### config.mk
export PLATFORM = sky130hd
export DESIGN_NAME = pattern_tone_sequencer_unit
export DESIGN_NICKNAME = d
export VERILOG_FILES = /design/src/pts_pkg.sv /design/src/pts_ctrl.sv /design/src/pts_dp.sv /design/src/pattern_tone_sequencer_unit.sv
export SDC_FILE = /design/constraint.sdc
export NUM_CORES = 2
export LEC_CHECK = 0
export BUFFER_PORTS_ARGS = -buffer_cell sky130_fd_sc_hd__buf_4
export CORE_ASPECT_RATIO = 0.5
export CORE_UTILIZATION = 55
export CTS_CLUSTER_DIAMETER = 40
export CTS_CLUSTER_SIZE = 30
export DETAILED_ROUTE_END_ITERATION = 6
export PLACE_DENSITY = 0.79
export RECOVER_POWER = 100
export SETUP_SLACK_MARGIN = 0.15
export SLEW_MARGIN = 40
export SYNTH_ARGS = -nofsm -noshare
export SYNTH_HDL_FRONTEND = slang
export SYNTH_SLANG_ARGS = --single-unit
### constraint.sdc
create_clock -name aclk -period 10.6 [get_ports aclk]
set_input_delay 1.06 -clock aclk [delete_from_list [all_inputs] [get_ports aclk]]
set_output_delay 1.06 -clock aclk [all_outputs]
set_load 0.05 [all_outputs]
### src/pts_pkg.sv
`timescale 1ns / 1ps
`default_nettype none

package pts_pkg;

    // Tone generation constants
    localparam int PHASE_BITS   = 24;
    localparam int SAMPLE_RATE  = 48000;
    localparam int SINE_ENTRIES = 1024;
    localparam int NOTE_CODES   = 128;

    localparam int IDX_BITS     = $clog2(SINE_ENTRIES);
    localparam int SINE_HALF    = SINE_ENTRIES / 2;
    localparam int SINE_QUARTER = SINE_ENTRIES / 4;
    localparam int CLIP_K       = SINE_ENTRIES / 16;   // beyond this the wave is clipped
    localparam int CLIP_W       = $clog2(CLIP_K);

    localparam int MAG_W = 16;
    localparam logic [MAG_W-1:0] WAVE_FULL = 16'h8000;

    // gain = floor(volume * 32767 / 25), divide by 25 via reciprocal
    localparam int VOLP_W     = 32;
    localparam int GAIN_W     = 28;
    localparam int GAIN_SHIFT = 36;
    localparam logic [14:0] GAIN_NUM   = 15'd32767;
    localparam logic [31:0] GAIN_RECIP = 32'd2748779070;

    localparam int TERM_W = MAG_W + GAIN_W;
    localparam int ACC_W  = 16;
    localparam int FRAC   = 31;
    localparam int TOT_W  = 49;

    localparam int ROW_TIMER_W = 23;
    localparam logic [ROW_TIMER_W-1:0] ROW_LIMIT = 23'd4194304;

    localparam longint unsigned INC_DIV    = 64'd800 * 64'(SAMPLE_RATE);
    localparam longint unsigned TWO_PI_Q30 = 64'd6746518852;
    localparam longint unsigned Q30_ONE    = 64'd1073741824;

    // Request kinds
    localparam logic KIND_WRITE = 1'b0;
    localparam logic KIND_TICK  = 1'b1;

    // Register indexes
    localparam logic [1:0] CFG_ENABLE = 2'd0;
    localparam logic [1:0] CFG_SPEED  = 2'd1;
    localparam logic [1:0] CFG_VOLUME = 2'd2;

    typedef enum logic [2:0] {
        ST_CLEAR,
        ST_IDLE,
        ST_GAIN,
        ST_READ,
        ST_PHASE,
        ST_MULT,
        ST_ACC,
        ST_FINISH
    } pts_state_t;

    typedef struct packed {
        logic mem_clr;
        logic mem_wr_in;
        logic mem_rd;
        logic gain1;
        logic gain2;
        logic acc_clr;
        logic phase_upd;
        logic mult;
        logic acc_add;
        logic out_load;
    } pts_cmd_t;

    typedef struct packed {
        logic enable;
        logic out_free;
    } pts_stat_t;

    // Semitone base frequency in 0.01 Hz, C4..B4
    function automatic longint unsigned base_centihz(input int semi);
        longint unsigned f;
        case (semi)
            0:       f = 64'd26163;
            1:       f = 64'd27718;
            2:       f = 64'd29366;
            3:       f = 64'd31113;
            4:       f = 64'd32963;
            5:       f = 64'd34923;
            6:       f = 64'd36999;
            7:       f = 64'd39200;
            8:       f = 64'd41530;
            9:       f = 64'd44000;
            10:      f = 64'd46616;
            11:      f = 64'd49388;
            default: f = 64'd0;
        endcase
        return f;
    endfunction

    // Phase increment for a note code; evaluated at elaboration only
    function automatic logic [PHASE_BITS-1:0] inc_calc(input int code);
        longint unsigned f;
        longint unsigned q;
        f = base_centihz(code & 15) << ((code >> 4) & 7);
        q = (f << PHASE_BITS) / INC_DIV;
        return q[PHASE_BITS-1:0];
    endfunction

    // Clipped sine magnitude (Q15) at distance k from a zero crossing
    function automatic logic [MAG_W-1:0] wave_calc(input int k);
        longint unsigned x;
        longint unsigned x2;
        longint unsigned x3;
        longint unsigned s;
        longint unsigned v;
        x  = (64'(k) * TWO_PI_Q30) / SINE_ENTRIES;
        x2 = (x * x) >> 30;
        x3 = (x2 * x) >> 30;
        s  = x - x3 / 6;
        v  = s * 16;
        if (v >= Q30_ONE) begin
            return WAVE_FULL;
        end
        v = v >> 15;
        if (v > 64'd32768) begin
            return WAVE_FULL;
        end
        return v[MAG_W-1:0];
    endfunction

endpackage

`default_nettype wire

### src/pts_ctrl.sv
`timescale 1ns / 1ps
`default_nettype none

module pts_ctrl #(
    parameter int VOICES = 3,
    parameter int ROWS   = 32,
    localparam int VW     = (VOICES > 1) ? $clog2(VOICES) : 1,
    localparam int DEPTH  = VOICES * ROWS,
    localparam int ADDR_W = $clog2(DEPTH)
) (
    input  logic                aclk,
    input  logic                aresetn,
    input  logic                s_valid,
    output logic                s_ready,
    input  logic                s_kind,
    input  pts_pkg::pts_stat_t  stat,
    output pts_pkg::pts_cmd_t   cmd,
    output logic [VW-1:0]       cmd_voice,
    output logic [ADDR_W-1:0]   clr_addr
);
    import pts_pkg::*;

    pts_state_t          state_reg, state_next;
    logic [VW-1:0]       voice_reg, voice_next;
    logic [ADDR_W-1:0]   clr_reg, clr_next;
    logic                last_voice;
    logic                clr_last;

    assign last_voice = (voice_reg == VW'(VOICES - 1));
    assign clr_last   = (clr_reg == ADDR_W'(DEPTH - 1));
    assign cmd_voice  = voice_reg;
    assign clr_addr   = clr_reg;

    always_ff @(posedge aclk) begin
        if (!aresetn) begin
            state_reg <= ST_CLEAR;
            voice_reg <= '0;
            clr_reg   <= '0;
        end else begin
            state_reg <= state_next;
            voice_reg <= voice_next;
            clr_reg   <= clr_next;
        end
    end

    // next state and counters
    always_comb begin
        state_next = state_reg;
        voice_next = voice_reg;
        clr_next   = clr_reg;
        case (state_reg)
            ST_CLEAR: begin
                clr_next = clr_reg + 1'b1;
                if (clr_last) begin
                    state_next = ST_IDLE;
                end
            end
            ST_IDLE: begin
                if (s_valid && (s_kind == KIND_TICK) && stat.enable) begin
                    state_next = ST_GAIN;
                end
            end
            ST_GAIN: begin
                voice_next = '0;
                state_next = ST_READ;
            end
            ST_READ:  state_next = ST_PHASE;
            ST_PHASE: state_next = ST_MULT;
            ST_MULT:  state_next = ST_ACC;
            ST_ACC: begin
                if (last_voice) begin
                    state_next = ST_FINISH;
                end else begin
                    voice_next = voice_reg + 1'b1;
                    state_next = ST_READ;
                end
            end
            ST_FINISH: begin
                if (stat.out_free) begin
                    state_next = ST_IDLE;
                end
            end
            default: state_next = ST_IDLE;
        endcase
    end

    // commands
    always_comb begin
        cmd     = '0;
        s_ready = 1'b0;
        case (state_reg)
            ST_CLEAR: cmd.mem_clr = 1'b1;
            ST_IDLE: begin
                s_ready       = 1'b1;
                cmd.mem_wr_in = s_valid && (s_kind == KIND_WRITE);
                cmd.gain1     = s_valid && (s_kind == KIND_TICK) && stat.enable;
            end
            ST_GAIN: begin
                cmd.gain2   = 1'b1;
                cmd.acc_clr = 1'b1;
            end
            ST_READ:   cmd.mem_rd    = 1'b1;
            ST_PHASE:  cmd.phase_upd = 1'b1;
            ST_MULT:   cmd.mult      = 1'b1;
            ST_ACC:    cmd.acc_add   = 1'b1;
            ST_FINISH: cmd.out_load  = stat.out_free;
            default: ;
        endcase
    end

    a_voice_range: assert property (@(posedge aclk) disable iff (!aresetn)
        voice_reg <= VW'(VOICES - 1))
        else $error("voice counter out of range");

    a_read_then_phase: assert property (@(posedge aclk) disable iff (!aresetn)
        cmd.mem_rd |=> cmd.phase_upd && $stable(voice_reg))
        else $error("pattern read not followed by phase update");

    a_gain_starts_voice0: assert property (@(posedge aclk) disable iff (!aresetn)
        cmd.gain2 |=> cmd.mem_rd && (voice_reg == '0))
        else $error("tick did not start at first voice");

    a_tick_to_gain: assert property (@(posedge aclk) disable iff (!aresetn)
        cmd.gain1 |=> cmd.gain2 && !s_ready)
        else $error("accepted tick did not start gain step");

    a_no_accept_in_clear: assert property (@(posedge aclk) disable iff (!aresetn)
        cmd.mem_clr |-> !s_ready && !cmd.mem_wr_in)
        else $error("request taken during pattern clear");

endmodule

`default_nettype wire

### src/pts_dp.sv
`timescale 1ns / 1ps
`default_nettype none

module pts_dp #(
    parameter int VOICES = 3,
    parameter int ROWS   = 32,
    localparam int VW     = (VOICES > 1) ? $clog2(VOICES) : 1,
    localparam int RW     = $clog2(ROWS),
    localparam int DEPTH  = VOICES * ROWS,
    localparam int ADDR_W = $clog2(DEPTH),
    localparam int IN_W   = ADDR_W + 6
) (
    input  logic                aclk,
    input  logic                aresetn,
    input  pts_pkg::pts_cmd_t   cmd,
    input  logic [VW-1:0]       cmd_voice,
    input  logic [ADDR_W-1:0]   clr_addr,
    input  logic [1:0]          s_voice_sel,
    input  logic [4:0]          s_row_sel,
    input  logic [6:0]          s_note_code,
    input  logic                cfg_valid,
    input  logic [1:0]          cfg_index,
    input  logic [16:0]         cfg_data,
    input  logic                m_ready,
    output logic                m_valid,
    output logic signed [15:0]  m_sample,
    output pts_pkg::pts_stat_t  stat
);
    import pts_pkg::*;

    // config
    logic                    enable_reg;
    logic [15:0]             speed_reg;
    logic [16:0]             volume_reg;

    // pattern memory
    logic [6:0]              pat_mem [DEPTH];
    logic [6:0]              pat_rd_reg;
    logic                    wr_ok;
    logic [IN_W-1:0]         in_full;
    logic [IN_W-1:0]         rd_full;
    logic [ADDR_W-1:0]       rd_addr;
    logic                    mem_we;
    logic [ADDR_W-1:0]       mem_waddr;
    logic [6:0]              mem_wdata;

    // sequencer state
    logic [PHASE_BITS-1:0]   phase_reg [VOICES];
    logic [RW-1:0]           cur_row_reg;
    logic [ROW_TIMER_W-1:0]  row_timer_reg;
    logic [ROW_TIMER_W-1:0]  row_sum;
    logic                    row_over;

    // tone and mix
    logic [PHASE_BITS-1:0]   inc_rom  [NOTE_CODES];
    logic [MAG_W-1:0]        wave_rom [CLIP_K];
    logic [PHASE_BITS-1:0]   ph_new;
    logic [IDX_BITS-1:0]     idx;
    logic [IDX_BITS-2:0]     jdx;
    logic [IDX_BITS-1:0]     kdist;
    logic [MAG_W-1:0]        mag_next;
    logic [MAG_W-1:0]        mag_reg;
    logic                    neg_reg;
    logic [VOLP_W-1:0]       vol_prod_reg;
    logic [VOLP_W+31:0]      gain_prod;
    logic [GAIN_W-1:0]       gain_reg;
    logic [TERM_W-1:0]       term_reg;
    logic signed [TOT_W-1:0] term_s;
    logic signed [TOT_W-1:0] acc_s;
    logic signed [TOT_W-1:0] total;
    logic signed [TOT_W-1:0] total_adj;
    logic [ACC_W-1:0]        acc_reg;
    logic [ACC_W-1:0]        acc_next;
    logic                    m_valid_reg;
    logic [15:0]             m_sample_reg;

    for (genvar g = 0; g < NOTE_CODES; g++) begin : g_inc
        assign inc_rom[g] = inc_calc(g);
    end

    for (genvar g = 0; g < CLIP_K; g++) begin : g_wave
        assign wave_rom[g] = wave_calc(g);
    end

    // pattern write and read addressing
    assign wr_ok   = (32'(s_voice_sel) < VOICES) && (32'(s_row_sel) < ROWS);
    assign in_full = IN_W'(s_voice_sel) * IN_W'(ROWS) + IN_W'(s_row_sel);
    assign rd_full = IN_W'(cmd_voice) * IN_W'(ROWS) + IN_W'(cur_row_reg);
    assign rd_addr = rd_full[ADDR_W-1:0];

    assign mem_we    = cmd.mem_clr || (cmd.mem_wr_in && wr_ok);
    assign mem_waddr = cmd.mem_clr ? clr_addr : in_full[ADDR_W-1:0];
    assign mem_wdata = cmd.mem_clr ? 7'd0 : s_note_code;

    always_ff @(posedge aclk) begin
        if (mem_we) begin
            pat_mem[mem_waddr] <= mem_wdata;
        end
        if (cmd.mem_rd) begin
            pat_rd_reg <= pat_mem[rd_addr];
        end
    end

    // phase step and clipped sine lookup
    assign ph_new = phase_reg[cmd_voice] + inc_rom[pat_rd_reg];
    assign idx    = ph_new[PHASE_BITS-1 -: IDX_BITS];
    assign jdx    = idx[IDX_BITS-2:0];
    assign kdist  = (IDX_BITS'(jdx) <= IDX_BITS'(SINE_QUARTER)) ? IDX_BITS'(jdx)
                  : IDX_BITS'(SINE_HALF) - IDX_BITS'(jdx);
    assign mag_next = (kdist < IDX_BITS'(CLIP_K)) ? wave_rom[kdist[CLIP_W-1:0]] : WAVE_FULL;

    // gain reciprocal multiply
    assign gain_prod = (VOLP_W + 32)'(vol_prod_reg) * (VOLP_W + 32)'(GAIN_RECIP);

    // mix: add term with 31 fraction bits, truncate toward zero
    assign term_s    = $signed({{(TOT_W - TERM_W){1'b0}}, term_reg});
    assign acc_s     = $signed({{(TOT_W - ACC_W - FRAC){acc_reg[ACC_W-1]}}, acc_reg,
                                {FRAC{1'b0}}});
    assign total     = acc_s + (neg_reg ? -term_s : term_s);
    assign total_adj = total + (total[TOT_W-1] ? TOT_W'((64'd1 << FRAC) - 64'd1)
                                               : TOT_W'(0));
    assign acc_next  = total_adj[FRAC +: ACC_W];

    // row timing
    assign row_sum  = row_timer_reg + ROW_TIMER_W'(speed_reg);
    assign row_over = (row_sum > ROW_LIMIT);

    always_ff @(posedge aclk) begin
        if (cmd.gain1) begin
            vol_prod_reg <= VOLP_W'(volume_reg) * VOLP_W'(GAIN_NUM);
        end
        if (cmd.gain2) begin
            gain_reg <= gain_prod[GAIN_SHIFT +: GAIN_W];
        end
        if (cmd.phase_upd) begin
            mag_reg <= mag_next;
            neg_reg <= idx[IDX_BITS-1];
        end
        if (cmd.mult) begin
            term_reg <= TERM_W'(mag_reg) * TERM_W'(gain_reg);
        end
        if (cmd.acc_clr) begin
            acc_reg <= '0;
        end else if (cmd.acc_add) begin
            acc_reg <= acc_next;
        end
        if (cmd.out_load) begin
            m_sample_reg <= acc_reg;
        end
    end

    always_ff @(posedge aclk) begin
        if (!aresetn) begin
            enable_reg    <= 1'b0;
            speed_reg     <= '0;
            volume_reg    <= '0;
            cur_row_reg   <= '0;
            row_timer_reg <= '0;
            m_valid_reg   <= 1'b0;
            for (int v = 0; v < VOICES; v++) begin
                phase_reg[v] <= '0;
            end
        end else begin
            if (cfg_valid) begin
                case (cfg_index)
                    CFG_ENABLE: enable_reg <= cfg_data[0];
                    CFG_SPEED:  speed_reg  <= cfg_data[15:0];
                    CFG_VOLUME: volume_reg <= cfg_data;
                    default: ;
                endcase
            end
            if (cmd.phase_upd) begin
                phase_reg[cmd_voice] <= ph_new;
            end
            if (cmd.out_load) begin
                m_valid_reg <= 1'b1;
                if (row_over) begin
                    row_timer_reg <= '0;
                    cur_row_reg   <= (cur_row_reg == RW'(ROWS - 1)) ? '0 : cur_row_reg + 1'b1;
                end else begin
                    row_timer_reg <= row_sum;
                end
            end else if (m_ready) begin
                m_valid_reg <= 1'b0;
            end
        end
    end

    assign m_valid       = m_valid_reg;
    assign m_sample      = $signed(m_sample_reg);
    assign stat.enable   = enable_reg;
    assign stat.out_free = !m_valid_reg || m_ready;

endmodule

`default_nettype wire

### src/pattern_tone_sequencer_unit.sv
`timescale 1ns / 1ps
`default_nettype none

// Three-voice tone step sequencer with a pattern memory of note codes.
// Input channel (s_*): each request is either a pattern write (s_kind = 0,
//   stored at s_voice_sel / s_row_sel, no result) or a sample
//   tick (s_kind = 1). A tick while enable is clear is taken and dropped.
// Result channel (m_*): one signed 16-bit mixed sample per enabled tick.
// Config channel (cfg_*): index 0 enable, 1 speed, 2 volume; always ready.
// Flow: after a tick is taken, a gain step runs, then each voice costs four
//   steps of the one shared datapath: pattern read, phase add plus sine lookup,
//   gain multiply, accumulate; a final step loads the output register. A new
//   request is taken only once the tick has finished; pattern writes go at
//   one per cycle while no tick is in progress.
// Reset: the pattern memory is swept to zero, one entry a cycle, over all
//   VOICES*ROWS entries; s_ready stays low during the sweep.
//   Phases, row and row timer reset to zero, config registers to zero.
// Stall: the sample sits in an output register, so the next request is
//   taken while it waits; a finished tick holds in its last step until the
//   output register frees up.

module pattern_tone_sequencer_unit #(
    parameter int VOICES = 3,
    parameter int ROWS   = 32
) (
    input  logic               aclk,
    input  logic               aresetn,

    input  logic               s_valid,
    output logic               s_ready,
    input  logic               s_kind,
    input  logic [1:0]         s_voice_sel,
    input  logic [4:0]         s_row_sel,
    input  logic [6:0]         s_note_code,

    output logic               m_valid,
    input  logic               m_ready,
    output logic signed [15:0] m_sample,

    input  logic               cfg_valid,
    output logic               cfg_ready,
    input  logic [1:0]         cfg_index,
    input  logic [16:0]        cfg_data
);
    import pts_pkg::*;

    localparam int VW     = (VOICES > 1) ? $clog2(VOICES) : 1;
    localparam int ADDR_W = $clog2(VOICES * ROWS);

    pts_cmd_t           cmd;
    pts_stat_t          stat;
    logic [VW-1:0]      cmd_voice;
    logic [ADDR_W-1:0]  clr_addr;

    // registers are to be changed only between ticks; the block does not enforce this, and writes are never held off
    assign cfg_ready = 1'b1;

    pts_ctrl #(
        .VOICES (VOICES),
        .ROWS   (ROWS)
    ) u_ctrl (
        .aclk      (aclk),
        .aresetn   (aresetn),
        .s_valid   (s_valid),
        .s_ready   (s_ready),
        .s_kind    (s_kind),
        .stat      (stat),
        .cmd       (cmd),
        .cmd_voice (cmd_voice),
        .clr_addr  (clr_addr)
    );

    pts_dp #(
        .VOICES (VOICES),
        .ROWS   (ROWS)
    ) u_dp (
        .aclk        (aclk),
        .aresetn     (aresetn),
        .cmd         (cmd),
        .cmd_voice   (cmd_voice),
        .clr_addr    (clr_addr),
        .s_voice_sel (s_voice_sel),
        .s_row_sel   (s_row_sel),
        .s_note_code (s_note_code),
        .cfg_valid   (cfg_valid),
        .cfg_index   (cfg_index),
        .cfg_data    (cfg_data),
        .m_ready     (m_ready),
        .m_valid     (m_valid),
        .m_sample    (m_sample),
        .stat        (stat)
    );

endmodule

`default_nettype wire
; ---- Word level (Yosys, flattened, before mapping)
; Memories as Yosys holds them, arrays and structs flattened. A register that Yosys moved wholly into a read port is not among the register bits.
; Cells that the tools add are included.
[word_totals]
register_bits = 212
word_cells = 115
mem_bits_ro = 4096
mem_bits_rw = 744
memories = 4
[mem_list]
columns = name, depth, width, read_ports, rd_clocked_by_memory_dff, wr, line_no
row1 = (name not given), 128, 24, 1, 0, 0, pts_dp.sv:105  ; assign ph_new = phase_reg[cmd_voice] + inc_rom[pat_rd_reg];
row2 = (name not given), 64, 16, 1, 1, 0, pts_dp.sv:110  ; assign mag_next = (kdist < IDX_BITS'(CLIP_K)) ? wave_rom[kdist[CLIP_W-1:0]] : WAVE_FULL;
row3 = u_dp.pat_mem, 96, 7, 1, 1, 1, pts_dp.sv:37  ; logic [6:0] pat_mem [DEPTH];
row4 = u_dp.phase_reg, 3, 24, 1, 1, 3, pts_dp.sv:48  ; logic [PHASE_BITS-1:0] phase_reg [VOICES];
[classes]
n_reduce_logical = 19
bitwise_logic = 3
mux = 39
n_lt_le_gt_ge = 5
addsub = 11
n_eq_ne = 16
mul = 3
[op_table]
columns = op, n
row1 = 24-bit 2-to-1 mux, 3
row2 = "32-bit by 31-bit multiplier with 63-bit output, second input constant", 1
row3 = 47-bit by 49-bit adder with 49-bit output, 1
row4 = 49-bit 2-to-1 mux, 1
row5 = 44-bit negation with 49-bit output, 1
row6 = 47-bit adder, 1
row7 = 16-bit by 28-bit multiplier with 44-bit output, 1
row8 = "17-bit by 15-bit multiplier with 32-bit output, second input constant", 1
row9 = 31-bit 2-to-1 mux, 1
row10 = 24-bit adder, 1
row11 = 3-bit case mux with 8 select lines, 1
row12 = 24-bit OR reduction, 1
row13 = 23-bit by 16-bit adder with 23-bit output, 1
row14 = "23-bit > comparator, second input constant", 1
row15 = 23-bit 2-to-1 mux, 1
row16 = 1-bit 2-to-1 mux, 18
row17 = 7-bit by 5-bit adder with 7-bit output, 2
row18 = 7-bit 2-to-1 mux, 2
row19 = "3-bit equality test, second input constant", 4
row20 = 3-bit 2-to-1 mux, 4
row21 = "10-bit by 7-bit < comparator with 1-bit output, second input constant", 1
row22 = 10-bit 2-to-1 mux, 1
row23 = 2-bit 2-to-1 mux, 5
row24 = 2-bit AND reduction, 5
row25 = other kinds (27), 37

; ---- Depth between registers and ports, before layout
[logic_depth]
ltp_word = 9
depth_mapped = 31

; ---- Cells and area by module
; Synthesis repeated with hierarchy kept, for this count alone.
[unflattened]
cells_unflattened = 6652
area_unflattened_um2 = 80073.0
[by_module_without_submodules]
columns = mod, instances, area_each_um2, cells_each
row1 = pts_dp, 1, 79293.5, 6558
row2 = pts_ctrl, 1, 768.2, 92
row3 = pattern_tone_sequencer_unit, 1, 11.3, 2

; ---- Worst setup path after synthesis
; Ideal clock, no wire load.
[synth_timing]
kind = register to register
start = register u_dp.vol_prod_reg[12]
end = register u_dp.gain_reg[27], data pin
arrival_ns = 7.219
path_stages_with_launch = 26
setup_slack_ns = 3.116
t_required_ns = 10.335
cell_sequence = edfxtp_1 > ha_1 > fa_1 > fa_1 > inv_1 > fa_1 > inv_1 > fa_1 > fa_1 > fa_1 > inv_1 > fa_1 > inv_1 > ha_1 > nand2_1 > nor3_1 > a221oi_1 > o211ai_1 > nor2_1 > o41ai_1 > a41oi_1 > o311a_1 > o21ai_0 > and2_1 > a311oi_1 > xnor2_1
[synth_via]
elab_chain_cells = 1
[synth_lines]
columns = item, line_no
row1 = from (decl), pts_dp.sv:64  ; logic [VOLP_W-1:0] vol_prod_reg;
row2 = from (signal assigned), pts_dp.sv:130  ; vol_prod_reg <= VOLP_W'(volume_reg) * VOLP_W'(GAIN_NUM);
row3 = 32-bit by 31-bit multiplier with 63-bit output, pts_dp.sv:113  ; assign gain_prod = (VOLP_W + 32)'(vol_prod_reg) * (VOLP_W + 32)'(GAIN_RECIP);
row4 = net u_dp.gain_prod[63], pts_dp.sv:65  ; logic [VOLP_W+31:0] gain_prod;
row5 = to (signal assigned), pts_dp.sv:133  ; gain_reg <= gain_prod[GAIN_SHIFT +: GAIN_W];
row6 = to (decl), pts_dp.sv:66  ; logic [GAIN_W-1:0] gain_reg;
; The timed path passes the listed nets, and every way through them passes these cells.
; A chain may end at the register's enable or synchronous reset.

; ---- Worst setup path after layout
[layout_timing]
start = register u_dp.vol_prod_reg[1]
end = register u_dp.gain_reg[27], data pin
; Same word-level chain as after synthesis.

==> metrics.md <==
| Metric | Value |
|---|---|
| Status | `finished, violations left` |
| Failing checks | `max-capacitance violations, max-slew violations` |
| Core area | `143300 um2` |
| Req. time, crit path | `10.99 ns` |
| Crit path max-delay cell type | `o41ai_1` |
| Endpoints failing setup | `0` |
| Gr usage total | `26.30%` |
| Power Density | `99.56 nW/um2` |
| DIE HEIGHT | `271.2 um` |
| Final net count | `8224` |
| Final non-filler cell total | `8608` |
| Reg clk slew, reported paths | `0.07 ns` |
| Via-to-Cell Ratio | `5.897` |
| DP HPWL | `141.0 mm` |
| WHS | `0.4631 ns` |
| Die span in x | `540.3 um` |
| Routed wire length | `189.3 mm` |
| DRT antenna net count | `0` |
| Distinct cells, synth | `101` |
| Fmax | `112.1 MHz` |
| # clock sinks | `1004` |
| Finished Cell Area | `85200 um2` |
| First-pass DRT Iterations | `5` |
| Mapped Nets | `8243` |
| Hold depth | `2` |
| Initial core utilization | `55.59%` |
| Setup tns final | `0 ns` |
| Synthesized flop and latch total | `1004` |
| Final Hold Viols | `0` |
| WP depth | `27` |
| Yosys top cell by area | `edfxtp_1` |
| Final Skew | `0.09740 ns` |
| Port Buf Inserts | `56` |
| CTS root buf | `clkbuf_16` |
| DRT iter0 DRCs | `4800` |
| Synth top area share | `34.33%` |
| Dpl cells | `8442` |
| CP arrival | `9.32 ns` |
| First-pass GRT wire length | `297.1 mm` |
| Htree depth | `3` |
| Largest net degree at the start of global routing | `97` |
| Leak | `0.03632 uW` |
| Hold-fix buffers at CTS | `0` |
| Clock buffer depth | `3` |
| Setup bufs post-CTS | `0` |
| Synth top area cells | `edfxtp_1 34%, fa_1 22%, ha_1 11%` |
| I/O pins | `58` |
| Worst slew pin tran | `4.854 ns` |
| Max reg flops | `672` |
| Vias in the first global route | `51670` |
| Total CTS buffers | `84` |
| Post-synthesis sequential area ratio | `36.67%` |
| Syn_area_per_cell | `11.98 um2` |
| Rows | `98` |
| TritonCTS clock tree | `yes` |
| Fin crit share | `84.16%` |
| Gr ovfl total | `0` |
| Area after DPL | `82310 um2` |
| Worst path bufs/invs | `6` |
| Crit-path max FO | `10` |
| Clock latency on the worst-skew pair | `0.77 ns` |
| Comb pwr share | `7.9%` |
| Maxcap violations | `21` |
| Hold crit path type | `reg2reg` |
| Critical path class | `reg2reg` |
| Rel. slew slack | `-223.6%` |
| Mapped Area | `79690 um2` |
| DR WL/cell | `22.00 um` |
| Unrepaired setup endpoints after global routing | `no` |
| Routability Congestion | `0.9882` |
| Delay-heaviest family, CP | `adder cells` |
| Switch share | `25.25%` |
| Main flop type after synthesis | `edfxtp_1` |
| Power Internal | `6340 uW` |
| Vias | `50760` |
| CP endpoint kind | `register` |
| R2R depth | `27` |
| Clk pwr share | `41.2%` |
| Critical Path Source Type | `register` |
| Min Tclk post-route | `8.921 ns` |
| CP peak stage delay | `0.84 ns` |
| Layout area overhead | `6.916%` |
| Yosys warning total | `0` |
| Post-synth EDFFs | `911` |
| Max IR drop VDD | `107.2 uV` |
| Initial antenna violation count | `7` |
| Post-layout util | `59.44%` |
| Die footprint | `146500 um2` |
| Seq pwr share | `51.0%` |
| DRC | `0` |
| Share of cells above drive strength 1 | `7.830%` |
| Max Slew Vio Count | `992` |
| Async SR Flop Fraction | `0%` |
| Post_cts resized | `0` |
| Gate Count Post-Synth | `6652` |
| P_sw | `2142 uW` |
## cell type report
cell class	count	area, um2
clock inverters	72	1080
well taps	1900	2377
inverters	1265	4748
clock buffers	86	2110
diodes	3	7.507
multi-input cells	4158	44870
flip-flops and latches	1004	29230
repair buffers	120	772.0
fillers	10910	58140
## worst min-delay path, delay by kind of cell, from the launching register on
| family | cells | cell delay [ns] |
|---|---|---|
| compound gates | 1 | 0.05 |
| flops | 1 | 0.32 |
| simple gates | 1 | 0.05 |
## cell families after synthesis
| kind of cell | after synthesis | share of synthesized area [%] |
|---|---|---|
| compound gates | 739 | 6.144 |
| xor+xnor | 192 | 2.110 |
| fa+ha+maj | 1552 | 32.59 |
| buf+inv | 1490 | 7.025 |
| flops | 1004 | 36.67 |
| mux | 277 | 7.274 |
| other cells | 1 | 0.004706 |
| simple gates | 1397 | 8.185 |
## cells in the mapped netlist (61+ instances only)
master,count
a21o_1,79
a21oi_1,187
and2_1,158
clkbuf_1,190
dfxtp_1,93
edfxtp_1,911
fa_1,873
ha_1,679
inv_1,1261
mux4_2,241
nand2_1,561
nand3_1,61
nor2_1,336
o21ai_0,148
xnor2_1,141
## routing by layer
layer  wire [um]  global-route usage [%]  up-vias
li1            -                       -    22420
met5          51                       0        -
met1       77300                   36.52    25670
met3       16130                   4.718      412
met2       89990                   42.75     2257
met4        5875                   7.503        8
## worst paths after layout
check / startpoint / endpoint / slack [ns]
setup / recovery: u_dp.vol_prod_reg[1] / u_dp.gain_reg[27] / 1.68
hold / removal: u_dp.row_timer_reg[5] / u_dp.row_timer_reg[5] / 0.46
setup reg to reg: u_dp.vol_prod_reg[1] / u_dp.gain_reg[27] / 1.68
hold reg to reg: u_dp.row_timer_reg[5] / u_dp.row_timer_reg[5] / 0.46
## power by group through the flow
stage                     Clock [uW]  Combinational, uW  Sequential, uW
final                           3490                669            4320
after global routing            3670                765            4330
after CTS                       3530                674            4320
after detailed placement           0                666            4410
after global placement             0                643            4410
after floorplan                    0                506            4400
## metrics by stage
stage,power (uW),setup slack [ns]
2_1_floorplan,4911,3.116
6_report,8482,1.679
5_1_grt,8763,1.016
3_5_place_dp,5077,2.228
3_3_place_gp,5053,1.996
4_1_cts,8528,2.135
## cells in the final DEF (no fill, tap or decap), types with 139 or more instances in the layout
cell      count
a21oi_1     187
ha_1        679
fa_1        873
inv_1      1261
nand2_1     561
mux4_2      241
edfxtp_1    911
o21ai_0     152
and2_1      139
nor2_1      334
xnor2_1     141
No activity file was read; power rests on OpenSTA's default activity.
